`config.mk`:
```
export PLATFORM = sky130hd
export DESIGN_NAME = radius_nearest_point_matcher
export DESIGN_NICKNAME = d
export VERILOG_FILES = /design/src/rtl/rnpm_pkg.sv /design/src/rtl/radius_nearest_point_matcher.sv
export SDC_FILE = /design/constraint.sdc
export NUM_CORES = 2
export LEC_CHECK = 0
export BUFFER_PORTS_ARGS = -buffer_cell sky130_fd_sc_hd__buf_2
export CORE_UTILIZATION = 57
export DETAILED_ROUTE_END_ITERATION = 8
export PLACE_DENSITY = 0.81
export SLEW_MARGIN = 10
export SYNTH_ARGS = -nofsm -noshare
export SYNTH_HDL_FRONTEND = slang
export SYNTH_SLANG_ARGS = --single-unit
```
`constraint.sdc`:
```
create_clock -name clock -period 6.5 [get_ports clock]
set_clock_uncertainty 0.1 [all_clocks]
set_input_delay 1.625 -clock clock [delete_from_list [all_inputs] [get_ports clock]]
set_output_delay 1.625 -clock clock [all_outputs]
set_load 0.03 [all_outputs]
```
`src/rtl/rnpm_pkg.sv`:
```
// shared constants and codes for the radius nearest point matcher
`timescale 1ns / 1ps

package rnpm_pkg;

   // request operation codes
   localparam logic [1:0] OP_CLEAR      = 2'd0;
   localparam logic [1:0] OP_LOAD_DET   = 2'd1;
   localparam logic [1:0] OP_LOAD_FEAT  = 2'd2;
   localparam logic [1:0] OP_QUERY      = 2'd3;

   // response source codes
   localparam logic [1:0] SRC_NONE      = 2'd0;
   localparam logic [1:0] SRC_DET       = 2'd1;
   localparam logic [1:0] SRC_FEAT      = 2'd2;

   // default sizes
   localparam int DETECTOR_DEPTH_DEFAULT = 64;
   localparam int FEATURE_DEPTH_DEFAULT  = 64;
   localparam int COORD_BITS_DEFAULT     = 11;

   // radius register and distance widths
   localparam int RADIUS_BITS  = 8;
   localparam int RADIUS_SQ_BITS = 2 * RADIUS_BITS + 1;
   localparam int SQRT_IN_BITS = 2 * RADIUS_BITS;
   localparam int SQRT_STEPS   = RADIUS_BITS;
   localparam int REM_BITS     = RADIUS_BITS + 2;
   localparam int BEST_BITS    = 14;

   localparam logic [RADIUS_BITS-1:0] RADIUS_RESET = 8'd10;
   localparam logic [RADIUS_SQ_BITS-1:0] RADIUS_SQ_RESET =
      RADIUS_SQ_BITS'((int'(RADIUS_RESET) + 1) * (int'(RADIUS_RESET) + 1));

   // best distance before any candidate is taken
   localparam logic [BEST_BITS-1:0] NO_MATCH_DIST = 14'd9999;

endpackage

```
`src/rtl/radius_nearest_point_matcher.sv`:
```
// radius nearest point matcher: point tables, scan pipeline and response register
`timescale 1ns / 1ps

// Usage
//   req channel (req_valid/req_ready): op, pos_x, pos_y. A clear or a load
//   gives no response; a load into a full table is dropped. A query starts a
//   scan of the detector table, then the feature table.
//   rsp channel (rsp_valid/rsp_ready): one transaction per query with the chosen
//   point, its source and its floored distance, or the query point as estimate.
//   csr channel (csr_valid/csr_ready): writes match_radius, always ready; write it
//   only while no query is in flight.
//   The tables sit in simple dual-port memories read one entry a cycle; after
//   the read each entry goes through an 11-stage distance pipeline (abs
//   difference, squares, radius check, 8 one-bit square root steps) before the
//   best-so-far update.
//   req_ready is high only between queries, so no load can touch a table that
//   a scan is reading; the next request can be taken in the cycle rsp_valid rises.
//   A finished result waits in the response register; the next request is
//   taken meanwhile, and a second query holds its result until the register
//   frees up.
//   Reset: synchronous, active high; both tables empty, radius 10, no response.

module radius_nearest_point_matcher #(
   parameter int DETECTOR_DEPTH = rnpm_pkg::DETECTOR_DEPTH_DEFAULT,
   parameter int FEATURE_DEPTH  = rnpm_pkg::FEATURE_DEPTH_DEFAULT,
   parameter int COORD_BITS     = rnpm_pkg::COORD_BITS_DEFAULT
) (
   input  logic                             clock,
   input  logic                             reset,
   // request channel
   input  logic                             req_valid,
   output logic                             req_ready,
   input  logic [1:0]                       req_op,
   input  logic [COORD_BITS-1:0]            req_pos_x,
   input  logic [COORD_BITS-1:0]            req_pos_y,
   // response channel
   output logic                             rsp_valid,
   input  logic                             rsp_ready,
   output logic [COORD_BITS-1:0]            rsp_match_x,
   output logic [COORD_BITS-1:0]            rsp_match_y,
   output logic [1:0]                       rsp_source,
   output logic [rnpm_pkg::RADIUS_BITS-1:0] rsp_match_distance,
   // configuration write channel
   input  logic                             csr_valid,
   output logic                             csr_ready,
   input  logic [rnpm_pkg::RADIUS_BITS-1:0] csr_match_radius
);

   localparam int DAW = (DETECTOR_DEPTH > 1) ? $clog2(DETECTOR_DEPTH) : 1;
   localparam int FAW = (FEATURE_DEPTH > 1) ? $clog2(FEATURE_DEPTH) : 1;
   localparam int DCW = $clog2(DETECTOR_DEPTH + 1);
   localparam int FCW = $clog2(FEATURE_DEPTH + 1);
   localparam int IW  = (DCW > FCW) ? DCW : FCW;
   localparam int PW  = 2 * COORD_BITS;
   localparam int SQW = 2 * COORD_BITS;
   localparam int SW  = 2 * COORD_BITS + 1;
   localparam int RB  = rnpm_pkg::RADIUS_BITS;
   localparam int SIB = rnpm_pkg::SQRT_IN_BITS;
   localparam int NST = rnpm_pkg::SQRT_STEPS;
   localparam int RMB = rnpm_pkg::REM_BITS;
   localparam int BB  = rnpm_pkg::BEST_BITS;
   localparam int RSB = rnpm_pkg::RADIUS_SQ_BITS;

   // state codes
   localparam logic [1:0] ST_IDLE   = 2'd0;
   localparam logic [1:0] ST_SCAN   = 2'd1;
   localparam logic [1:0] ST_FINISH = 2'd2;

   // control registers
   logic [1:0]     state_ff, state_in;
   logic [DCW-1:0] det_count_ff, det_count_in;
   logic [FCW-1:0] feat_count_ff, feat_count_in;
   logic [IW-1:0]  idx_ff, idx_in;
   logic           phase_ff, phase_in;
   logic           found_ff, found_in;
   logic [RSB-1:0] radius_sq_ff;
   logic           rsp_valid_ff, rsp_valid_in;

   // query and best candidate
   logic [COORD_BITS-1:0] qx_ff, qy_ff;
   logic [BB-1:0]         best_ff;
   logic [COORD_BITS-1:0] best_x_ff, best_y_ff;
   logic [1:0]            best_src_ff;

   // response register
   logic [COORD_BITS-1:0] rsp_x_ff, rsp_y_ff;
   logic [1:0]            rsp_src_ff;
   logic [RB-1:0]         rsp_dist_ff;

   // point memories
   logic [PW-1:0] det_mem [DETECTOR_DEPTH];
   logic [PW-1:0] feat_mem [FEATURE_DEPTH];
   logic [PW-1:0] rd_det_ff, rd_feat_ff;

   // scan pipeline
   logic                  rd_valid_ff, ab_valid_ff, sq_valid_ff;
   logic [1:0]            rd_src_ff, ab_src_ff, sq_src_ff;
   logic [COORD_BITS-1:0] ab_x_ff, ab_y_ff, ab_dx_ff, ab_dy_ff;
   logic [COORD_BITS-1:0] sq_x_ff, sq_y_ff;
   logic [SQW-1:0]        sq_xx_ff, sq_yy_ff;
   logic [NST:0]          rt_valid_ff, rt_valid_in;
   logic [1:0]            rt_src_ff [NST+1];
   logic [COORD_BITS-1:0] rt_x_ff [NST+1];
   logic [COORD_BITS-1:0] rt_y_ff [NST+1];
   logic [SIB-1:0]        rt_s_ff [NST+1];
   logic [RMB-1:0]        rt_rem_ff [NST+1];
   logic [RMB-1:0]        rt_rem_in [NST+1];
   logic [RB-1:0]         rt_root_ff [NST+1];
   logic [RB-1:0]         rt_root_in [NST+1];

   logic                  req_fire, query_fire, rsp_free, pipe_busy, finish_now;
   logic                  det_we, feat_we, iss_valid;
   logic [1:0]            iss_src;
   logic [PW-1:0]         rd_pt;
   logic [COORD_BITS-1:0] rd_x, rd_y;
   logic [SW-1:0]         sum;
   logic                  in_range;
   logic                  take_cand;
   logic [RB:0]           csr_rad_p1;
   logic [2*RB+1:0]       csr_rad_sq;

   assign req_ready  = (state_ff == ST_IDLE);
   assign req_fire   = req_valid && req_ready;
   assign query_fire = req_fire && (req_op == rnpm_pkg::OP_QUERY);
   assign rsp_free   = !rsp_valid_ff || rsp_ready;
   assign pipe_busy  = rd_valid_ff || ab_valid_ff || sq_valid_ff || (|rt_valid_ff);
   assign finish_now = (state_ff == ST_FINISH) && !pipe_busy && rsp_free;
   assign det_we     = req_fire && (req_op == rnpm_pkg::OP_LOAD_DET) &&
                       (det_count_ff < DCW'(DETECTOR_DEPTH));
   assign feat_we    = req_fire && (req_op == rnpm_pkg::OP_LOAD_FEAT) &&
                       (feat_count_ff < FCW'(FEATURE_DEPTH));

   // control next state
   always_comb begin
      state_in      = state_ff;
      det_count_in  = det_count_ff;
      feat_count_in = feat_count_ff;
      idx_in        = idx_ff;
      phase_in      = phase_ff;
      iss_valid     = 1'b0;
      iss_src       = rnpm_pkg::SRC_DET;
      unique case (state_ff)
         ST_IDLE: begin
            if (req_fire) begin
               case (req_op)
                  rnpm_pkg::OP_CLEAR: begin
                     det_count_in  = '0;
                     feat_count_in = '0;
                  end
                  rnpm_pkg::OP_LOAD_DET: begin
                     if (det_we) det_count_in = det_count_ff + 1'b1;
                  end
                  rnpm_pkg::OP_LOAD_FEAT: begin
                     if (feat_we) feat_count_in = feat_count_ff + 1'b1;
                  end
                  default: begin
                     idx_in   = '0;
                     phase_in = 1'b0;
                     state_in = ST_SCAN;
                  end
               endcase
            end
         end
         ST_SCAN: begin
            if (!phase_ff) begin
               if (idx_ff < IW'(det_count_ff)) begin
                  iss_valid = 1'b1;
                  idx_in    = idx_ff + 1'b1;
               end else begin
                  phase_in = 1'b1;
                  idx_in   = '0;
               end
            end else begin
               iss_src = rnpm_pkg::SRC_FEAT;
               if (idx_ff < IW'(feat_count_ff)) begin
                  iss_valid = 1'b1;
                  idx_in    = idx_ff + 1'b1;
               end else begin
                  state_in = ST_FINISH;
               end
            end
         end
         ST_FINISH: begin
            if (finish_now) state_in = ST_IDLE;
         end
         default: state_in = ST_IDLE;
      endcase
   end

   // response valid
   always_comb begin
      rsp_valid_in = rsp_valid_ff;
      if (rsp_valid_ff && rsp_ready) rsp_valid_in = 1'b0;
      if (finish_now) rsp_valid_in = 1'b1;
   end

   // radius plus one, squared, so a floored distance within radius is sum below it
   assign csr_rad_p1 = {1'b0, csr_match_radius} + 1'b1;
   assign csr_rad_sq = csr_rad_p1 * csr_rad_p1;
   assign csr_ready  = 1'b1;

   // best candidate from the last square root stage
   assign take_cand = rt_valid_ff[NST] && ((BB'(rt_root_ff[NST])) < best_ff);
   always_comb begin
      found_in = found_ff;
      if (query_fire) found_in = 1'b0;
      else if (take_cand) found_in = 1'b1;
   end

   // control registers with reset
   always_ff @(posedge clock) begin
      if (reset) begin
         state_ff      <= ST_IDLE;
         det_count_ff  <= '0;
         feat_count_ff <= '0;
         idx_ff        <= '0;
         phase_ff      <= 1'b0;
         found_ff      <= 1'b0;
         rsp_valid_ff  <= 1'b0;
         radius_sq_ff  <= rnpm_pkg::RADIUS_SQ_RESET;
         rd_valid_ff   <= 1'b0;
         ab_valid_ff   <= 1'b0;
         sq_valid_ff   <= 1'b0;
         rt_valid_ff   <= '0;
      end else begin
         state_ff      <= state_in;
         det_count_ff  <= det_count_in;
         feat_count_ff <= feat_count_in;
         idx_ff        <= idx_in;
         phase_ff      <= phase_in;
         found_ff      <= found_in;
         rsp_valid_ff  <= rsp_valid_in;
         if (csr_valid && csr_ready) radius_sq_ff <= csr_rad_sq[RSB-1:0];
         rd_valid_ff   <= iss_valid;
         ab_valid_ff   <= rd_valid_ff;
         sq_valid_ff   <= ab_valid_ff;
         rt_valid_ff   <= rt_valid_in;
      end
   end

   // detector table memory
   always_ff @(posedge clock) begin
      if (det_we) det_mem[det_count_ff[DAW-1:0]] <= {req_pos_x, req_pos_y};
      rd_det_ff <= det_mem[idx_ff[DAW-1:0]];
   end

   // feature table memory
   always_ff @(posedge clock) begin
      if (feat_we) feat_mem[feat_count_ff[FAW-1:0]] <= {req_pos_x, req_pos_y};
      rd_feat_ff <= feat_mem[idx_ff[FAW-1:0]];
   end

   // pick the table word and form the squared distance
   assign rd_pt    = (rd_src_ff == rnpm_pkg::SRC_FEAT) ? rd_feat_ff : rd_det_ff;
   assign rd_x     = rd_pt[PW-1:COORD_BITS];
   assign rd_y     = rd_pt[COORD_BITS-1:0];
   assign sum      = SW'(sq_xx_ff) + SW'(sq_yy_ff);
   assign in_range = (sum[SW-1:SIB] == '0) && ({1'b0, sum[SIB-1:0]} < radius_sq_ff);

   // one result bit per square root stage
   always_comb begin
      logic [RMB+1:0] tmp;
      logic [RMB+1:0] trial;
      rt_valid_in[0] = sq_valid_ff && in_range;
      rt_rem_in[0]   = '0;
      rt_root_in[0]  = '0;
      tmp            = '0;
      trial          = '0;
      for (int k = 0; k < NST; k++) begin
         tmp   = {rt_rem_ff[k], rt_s_ff[k][SIB-1-2*k -: 2]};
         trial = (RMB+2)'({rt_root_ff[k], 2'b01});
         rt_valid_in[k+1] = rt_valid_ff[k];
         if (tmp >= trial) begin
            rt_rem_in[k+1]  = RMB'(tmp - trial);
            rt_root_in[k+1] = {rt_root_ff[k][RB-2:0], 1'b1};
         end else begin
            rt_rem_in[k+1]  = tmp[RMB-1:0];
            rt_root_in[k+1] = {rt_root_ff[k][RB-2:0], 1'b0};
         end
      end
   end

   // pipeline payload
   always_ff @(posedge clock) begin
      rd_src_ff <= iss_src;
      ab_src_ff <= rd_src_ff;
      ab_x_ff   <= rd_x;
      ab_y_ff   <= rd_y;
      ab_dx_ff  <= (rd_x > qx_ff) ? rd_x - qx_ff : qx_ff - rd_x;
      ab_dy_ff  <= (rd_y > qy_ff) ? rd_y - qy_ff : qy_ff - rd_y;
      sq_src_ff <= ab_src_ff;
      sq_x_ff   <= ab_x_ff;
      sq_y_ff   <= ab_y_ff;
      sq_xx_ff  <= SQW'(ab_dx_ff) * SQW'(ab_dx_ff);
      sq_yy_ff  <= SQW'(ab_dy_ff) * SQW'(ab_dy_ff);
      rt_src_ff[0]  <= sq_src_ff;
      rt_x_ff[0]    <= sq_x_ff;
      rt_y_ff[0]    <= sq_y_ff;
      rt_s_ff[0]    <= sum[SIB-1:0];
      rt_rem_ff[0]  <= rt_rem_in[0];
      rt_root_ff[0] <= rt_root_in[0];
      for (int k = 1; k <= NST; k++) begin
         rt_src_ff[k]  <= rt_src_ff[k-1];
         rt_x_ff[k]    <= rt_x_ff[k-1];
         rt_y_ff[k]    <= rt_y_ff[k-1];
         rt_s_ff[k]    <= rt_s_ff[k-1];
         rt_rem_ff[k]  <= rt_rem_in[k];
         rt_root_ff[k] <= rt_root_in[k];
      end
   end

   // query point, best candidate and response payload
   always_ff @(posedge clock) begin
      if (query_fire) begin
         qx_ff   <= req_pos_x;
         qy_ff   <= req_pos_y;
         best_ff <= rnpm_pkg::NO_MATCH_DIST;
      end else if (take_cand) begin
         best_ff     <= BB'(rt_root_ff[NST]);
         best_x_ff   <= rt_x_ff[NST];
         best_y_ff   <= rt_y_ff[NST];
         best_src_ff <= rt_src_ff[NST];
      end
      if (finish_now) begin
         if (found_ff) begin
            rsp_x_ff    <= best_x_ff;
            rsp_y_ff    <= best_y_ff;
            rsp_src_ff  <= best_src_ff;
            rsp_dist_ff <= best_ff[RB-1:0];
         end else begin
            rsp_x_ff    <= qx_ff;
            rsp_y_ff    <= qy_ff;
            rsp_src_ff  <= rnpm_pkg::SRC_NONE;
            rsp_dist_ff <= '0;
         end
      end
   end

   assign rsp_valid          = rsp_valid_ff;
   assign rsp_match_x        = rsp_x_ff;
   assign rsp_match_y        = rsp_y_ff;
   assign rsp_source         = rsp_src_ff;
   assign rsp_match_distance = rsp_dist_ff;

   // checks
   a_idle_pipe_empty: assert property (@(posedge clock) disable iff (reset)
      (state_ff == ST_IDLE) |-> !pipe_busy)
      else $error("scan pipeline busy while idle");

   a_det_count_bound: assert property (@(posedge clock) disable iff (reset)
      det_count_ff <= DCW'(DETECTOR_DEPTH))
      else $error("detector count beyond depth");

   a_feat_count_bound: assert property (@(posedge clock) disable iff (reset)
      feat_count_ff <= FCW'(FEATURE_DEPTH))
      else $error("feature count beyond depth");

   a_found_dist: assert property (@(posedge clock) disable iff (reset)
      found_ff |-> (best_ff <= BB'((1 << RB) - 1)))
      else $error("best distance out of radius range");

   a_rsp_source: assert property (@(posedge clock) disable iff (reset)
      rsp_valid_ff |-> ((rsp_src_ff == rnpm_pkg::SRC_NONE && rsp_dist_ff == '0) ||
                        rsp_src_ff == rnpm_pkg::SRC_DET ||
                        rsp_src_ff == rnpm_pkg::SRC_FEAT))
      else $error("bad response source or distance");

endmodule

```
# --- Word level (Yosys, flattened, before mapping) ---
# Memory sizes are Yosys's and may differ from the RTL's. A register that Yosys moved wholly into a read port is not among the register bits.
# Index checks and enable logic that the tools add are counted.
totals:
  latch_bits: 0
  regBits: 237
  romBits: 0
  out_inout_bits: 35
  ramBits: 3338
  n_memories: 8
op_classes:
  muxes: 52
  reduce_logical: 35
  order_cmp: 16
  n_addsub: 17
  bitwise: 2
  eq_ne: 14
  n_shift: 0
  mul: 3
  n_div: 0
memory_table:
  columns: ["name", "words", "word_bits", "rd", "rd_clocked_by_memory_dff", "wr", "line_no", "rtl"]
  rows:
  - ["det_mem", 64, 22, 1, 1, 1, "radius_nearest_point_matcher.sv:91", "logic [PW-1:0] det_mem [DETECTOR_DEPTH];"]
  - ["feat_mem", 64, 22, 1, 1, 1, "radius_nearest_point_matcher.sv:92", "logic [PW-1:0] feat_mem [FEATURE_DEPTH];"]
  - ["rt_s_ff", 9, 16, 8, 0, 9, "radius_nearest_point_matcher.sv:105", "logic [SIB-1:0] rt_s_ff [NST+1];"]
  - ["rt_x_ff", 9, 11, 9, 1, 9, "radius_nearest_point_matcher.sv:103", "logic [COORD_BITS-1:0] rt_x_ff [NST+1];"]
  - ["rt_y_ff", 9, 11, 9, 1, 9, "radius_nearest_point_matcher.sv:104", "logic [COORD_BITS-1:0] rt_y_ff [NST+1];"]
  - ["rt_rem_ff", 9, 10, 8, 0, 9, "radius_nearest_point_matcher.sv:106", "logic [RMB-1:0] rt_rem_ff [NST+1];"]
  - ["2 more memories", null, null, null, null, null, null, null]
ops:
  columns: ["operator", "count"]
  rows:
  - ["12-bit by 10-bit greater-or-equal comparator with 1-bit output", 8]
  - ["10-bit 2-to-1 mux", 8]
  - ["10-bit subtractor", 8]
  - ["7-bit 2-to-1 mux", 7]
  - ["11-bit by 11-bit multiplier with 22-bit output", 2]
  - ["11-bit 2-to-1 mux", 4]
  - ["11-bit subtractor", 4]
  - ["7-bit one-hot mux with 2 select lines", 3]
  - ["22-bit by 22-bit adder with 23-bit output", 1]
  - ["11-bit > comparator", 2]
  - ["22-bit 2-to-1 mux", 1]
  - ["7-bit by 1-bit adder with 7-bit output, second input constant", 3]
  - ["1-bit 2-to-1 mux", 21]
  - ["16-bit by 17-bit less-than comparator with 1-bit output", 1]
  - ["9-bit by 9-bit multiplier with 17-bit output", 1]
  - ["7-bit less-than comparator", 2]
  - ["7-bit less-than comparator, second input constant", 2]
  - ["8-bit by 14-bit less-than comparator with 1-bit output", 1]
  - ["1-bit logical AND", 12]
  - ["2-bit 2-to-1 mux", 6]
  - ["2-bit != test, second input constant", 6]
  - ["4-bit AND reduction", 3]
  - ["8-bit by 1-bit adder with 9-bit output, second input constant", 1]
  - ["9-bit OR reduction", 1]
  - ["17 further kinds", 31]

# --- Depth between registers and ports, before layout ---
depth:
  ltp_word: 8
  ltp_mapped: 24
  depth_no_buf: 24

# --- Least setup slack after synthesis ---
# Ideal clock, no wire load.
synth_path:
  kind: "in2reg"
  startpoint: "input port csr_match_radius[0] (netlist name)"
  endpoint: "register radius_sq_ff[16]"
  arrival_ns: 6.147
  n_path_buf: 1
  stages: 21
  setup_slack_ns: 0.126
  path_cell_list: "clkbuf_1 -> nand4_1 -> nor2_1 -> xnor2_1 -> or2_2 -> fa_1 -> inv_1 -> fa_1 -> inv_1 -> fa_1 -> fa_1 -> inv_1 -> ha_1 -> o21ai_0 -> a21oi_1 -> o211ai_1 -> a21oi_1 -> o31ai_1 -> xnor2_1 -> mux2i_1 -> nor2_1"
synth_via:
  elab_chain_cells: 2
synth_rtl:
  columns: ["item", "line_no", "rtl"]
  rows:
  - ["start: declaration", "radius_nearest_point_matcher.sv:46", "input logic [rnpm_pkg::RADIUS_BITS-1:0] csr_match_radius"]
  - ["8-bit by 1-bit adder with 9-bit output", "radius_nearest_point_matcher.sv:198", "assign csr_rad_p1 = {1'b0, csr_match_radius} + 1'b1;"]
  - ["9-bit by 9-bit multiplier with 17-bit output", "radius_nearest_point_matcher.sv:199", "assign csr_rad_sq = csr_rad_p1 * csr_rad_p1;"]
  - ["end signal: assignment", "radius_nearest_point_matcher.sv:220", "radius_sq_ff <= rnpm_pkg::RADIUS_SQ_RESET;"]
  - ["end signal: assignment", "radius_nearest_point_matcher.sv:233", "if (csr_valid && csr_ready) radius_sq_ff <= csr_rad_sq[RSB-1:0];"]
  - ["end: declaration", "radius_nearest_point_matcher.sv:76", "logic [RSB-1:0] radius_sq_ff;"]
# Every way passes these cells.
# A chain may end at the register's enable or synchronous reset.

# --- Worst setup path in the final report ---
layout_path:
  startpoint: "register ab_dx_ff[5]"
  endpoint: "register sq_xx_ff[21]"
layout_via:
  elab_chain_cells: 1
layout_rtl:
  columns: ["item", "line_no", "rtl"]
  rows:
  - ["start: declaration", "radius_nearest_point_matcher.sv:98", "logic [COORD_BITS-1:0] ab_x_ff, ab_y_ff, ab_dx_ff, ab_dy_ff;"]
  - ["start signal: assignment", "radius_nearest_point_matcher.sv:289", "ab_dx_ff <= (rd_x > qx_ff) ? rd_x - qx_ff : qx_ff - rd_x;"]
  - ["11-bit by 11-bit multiplier with 22-bit output", "radius_nearest_point_matcher.sv:294", "sq_xx_ff <= SQW'(ab_dx_ff) * SQW'(ab_dx_ff);"]
  - ["end signal: assignment", "radius_nearest_point_matcher.sv:294", null]
  - ["end: declaration", "radius_nearest_point_matcher.sv:100", "logic [SQW-1:0] sq_xx_ff, sq_yy_ff;"]
# Every way passes these cells.

==> results.yml <==
status:
  status: "completed"
power:
  power_frac_seq_pct: 46.8
  p_switching_w: 0.0141
  internal_power_w: 0.0402
  ir_drop_uv: 493
  comb_power_share_pct: 17.3
  powerDensity_nw_per_um2: 354
  p_clk_share_pct: 35.9
  swShare_pct: 26.0
  leakage_nw: 51.0
  power.total_w: 0.0543
placement:
  dpl_worst_slack_ns: -0.171
  hpwl_mm: 184
  gp_congestion: 0.877
  port_buffers: 70
synth:
  avgSynthCellArea_um2: 19.8
  synthFlopType: "edfxtp_1"
  ys_async_sr_fraction_pct: 0
  ys_types: 68
  synth.area.top_cells: "edfxtp_1 63%, mux4_2 15%, dfxtp_1 8.9%"
  yosysTopAreaCell: "edfxtp_1"
  syn-cell-area_um2: 137000
  synth_edf_count: 2894
  yosysSeqAreaShare_pct: 72.1
  syn_inst: 6942
  post-synth-top-area-fraction_pct: 63.3
  yosys_warnings: 0
  ys_ff_latch: 3502
worst_setup_path:
  crit_type: "register to register"
  path_cells: "nand2_1 > fa_1 > inv_1 > fa_1 > inv_1 > fa_1 > inv_1 > fa_1 > inv_1 > fa_1 > inv_1 > ha_1 > inv_1 > o21ai_0 > o211ai_1 > a31oi_1 > a21o_1 > or4_1 > a31o_1 > a21oi_1 > xor2_1"
  slowest_stage: "dfxtp_1"
  crit_required_ns: 7.24
  cp_common_cell: "inv_1"
  critPathLaunchType: "register"
  critPathBufInv: 6
  r2r_start: "ab_dx_ff[5]"
  reg2reg_slack_ns: 0.60
  crit_path_max_fanout: 11
  path_delay_family: "adder cells"
  worst-endpoint-arrival_ns: 6.64
  critPathLaunch: "ab_dx_ff[5]"
  worstSetupEndpointType: "register"
  cpPeakStageDelay_ns: 0.66
cts:
  clkSinkCount: 3502
  clk_path_buf_depth: 4
  cts_buffers: 346
  cts_tree: "yes"
  cts-root-buf: "clkbuf_16"
  h-tree-depth: 5
  cts_setup_buffers: 0
  clkTransAtPathRegs_ns: 0.06
  ctsResizeCount: 0
  clock_latency_ns: 0.97
  hold_buffers: 0
floorplan:
  fp.dieH_um: 493
  start_util_pct: 57.5
  fp.dieW_um: 493
  die_area_um2: 243000
  row_count: 179
  io_pins: 72
  coreArea_um2: 239000
global_routing:
  grt_remaining_overflow: 0
  grt_pass1_wl_mm: 505
  antenna_found_initial: 31
  grt_max_degree: 122
  grt_usage_pct: 29.1
  grt_pass1_vias: 73400
routing:
  antenna_left: 0
  post-route-drc-count: 0
  routed_wl_mm: 349
  first_pass_iters: 7
  via_count: 70200
  post_drt_wl_per_cell_um: 32.5
  initialDrtViolationCount: 9872
  viasPerCell: 6.53
timing:
  post-route-period-util_pct: 90.7
  rsz0062_at_grt: "no"
  fmax_mhz: 170
  worst_slew_margin_rel_pct: 8.54
  fin_crit_ns: 5.90
  layout_setup_ws_ns: 0.603
  setup-violations-final: 0
  hold_viol: 0
  slew_viol_final: 0
  whs_ns: 0.197
  tightest_slew_ns: 1.37
layout:
  seqCellArea_um2: 99100
  final.fill_count: 14600
  area_growth_pct: 11.9
  multi_input_area_um2: 36000
  fin_nets: 7782
  drive_above_1_share_pct: 24.6
flow_run:
  max-cap-violations: 0
worst_hold_path:
  hp-class: "register to register"
  hold_start: "rt_x_ff[1][7]"
[logic make-up after synthesis]
| family | synth area share, % |
|---|---|
| flip-flops | 72.1 |
| multiplexers | 15.6 |
| AND/OR/NAND/NOR | 2.68 |
| buffers and inverters | 1.93 |
| adder cells (fa/ha/maj) | 4.95 |
| AO/OA/AOI/OAI | 1.81 |
| XOR/XNOR | 0.874 |
| other | 0.00547 |
[power by group through the flow]
| stage | clock network [W] | registers, W | logic [W] |
|---|---|---|---|
| after floorplan | 0 | 0.0257 | 0.00698 |
| after global placement | 0 | 0.0259 | 0.00901 |
| after detailed placement | 0 | 0.0259 | 0.00930 |
| after CTS | 0.0196 | 0.0254 | 0.00947 |
| after global routing | 0.0204 | 0.0255 | 0.0106 |
| final | 0.0195 | 0.0254 | 0.00941 |
[cells in the mapped netlist, drive strengths merged, types with 3 or more instances]
master / instances
a2111oi: 4
a211o: 6
a211oi: 10
a21o: 47
a21oi: 112
a221o: 3
a221oi: 4
a31o: 3
a31oi: 8
and2: 71
and3: 11
and4: 5
buf: 127
clkbuf: 149
clkinv: 3
dfxtp: 608
edfxtp: 2894
fa: 165
ha: 279
inv: 391
mux2: 26
mux2i: 71
mux4: 907
nand2: 201
nand2b: 34
nand3: 42
nand3b: 6
nand4: 12
nand4b: 5
nor2: 280
nor2b: 46
nor3: 35
nor4: 7
o211ai: 14
o21a: 24
o21ai: 121
o21bai: 14
o31ai: 6
or2: 8
or3: 15
or3b: 3
or4: 4
xnor2: 97
xor2: 40
[worst paths after layout]
path,depth (start not counted),end
max reg2reg,21,sq_xx_ff[21]
min,0,rt_x_ff[2][7]
max,21,sq_xx_ff[21]
min reg2reg,0,rt_x_ff[2][7]
[routing by layer]
layer	vias to the layer above	part of all wire, %	global-route usage [%]
met5	-	0.037	0
met4	18	5.5	14.5
met3	1040	12	7.55
met2	5137	49	47.7
met1	36000	33	36.3
li1	28000	-	-
[stage by stage]
step           area (µm²)  utilization, %  TNS, ns  std cells
2_1_floorplan      137000               -        0       6947
3_3_place_gp       143000            59.8   -0.243      10100
3_5_place_dp       143000            59.8   -0.448      10100
4_1_cts            154000            64.3        0      10700
5_1_grt            154000            64.3        0      10700
6_report           154000            64.4        0      10700
[sequential cells by signal, indices dropped and copies added, names as in the netlist, 16 cells and up]
signal	count
det_mem	1408
feat_mem	1408
rt_x_ff	99
rt_y_ff	99
rt_s_ff	72
rt_rem_ff	63
rt_root_ff	36
rd_det_ff	22
rd_feat_ff	22
sq_xx_ff	21
sq_yy_ff	21
rt_src_ff	18
radius_sq_ff	16
[cells in the final DEF (no fill, tap or decap), drive strengths merged, types with 47 or more instances in the layout]
master	synthesis	routed
nand2	201	201
xnor2	97	97
a21o	47	47
inv	391	406
buf	127	282
fa	165	165
nor2	280	280
mux2i	71	71
clkbuf	149	450
a21oi	112	112
edfxtp	2894	2894
ha	279	279
mux4	907	907
and2	71	71
dfxtp	608	608
o21ai	121	121
clkinv	3	117
[layout make-up]
cell class	count	area share [%]
clock buffer	450	6.21
inverter	394	0.963
multi-input combinational	2775	23.4
tap	3167	2.58
sequential	3502	64.5
antenna	11	0.0179
timing repair buffer	282	1.44
clock inverter	160	0.853
[worst reg2reg max path, stage by stage (launching register included)]
cell	delay [ns]
dfxtp_1	0.66
nand2_1	0.18
fa_1	0.57
inv_1	0.07
fa_1	0.50
inv_1	0.06
fa_1	0.54
inv_1	0.05
fa_1	0.47
inv_1	0.05
fa_1	0.50
inv_1	0.06
ha_1	0.35
inv_1	0.10
o21ai_0	0.09
o211ai_1	0.15
a31oi_1	0.18
a21o_1	0.20
or4_1	0.43
a31o_1	0.23
a21oi_1	0.16
xor2_1	0.16
Note: power is estimated with default switching activity, not from simulation.
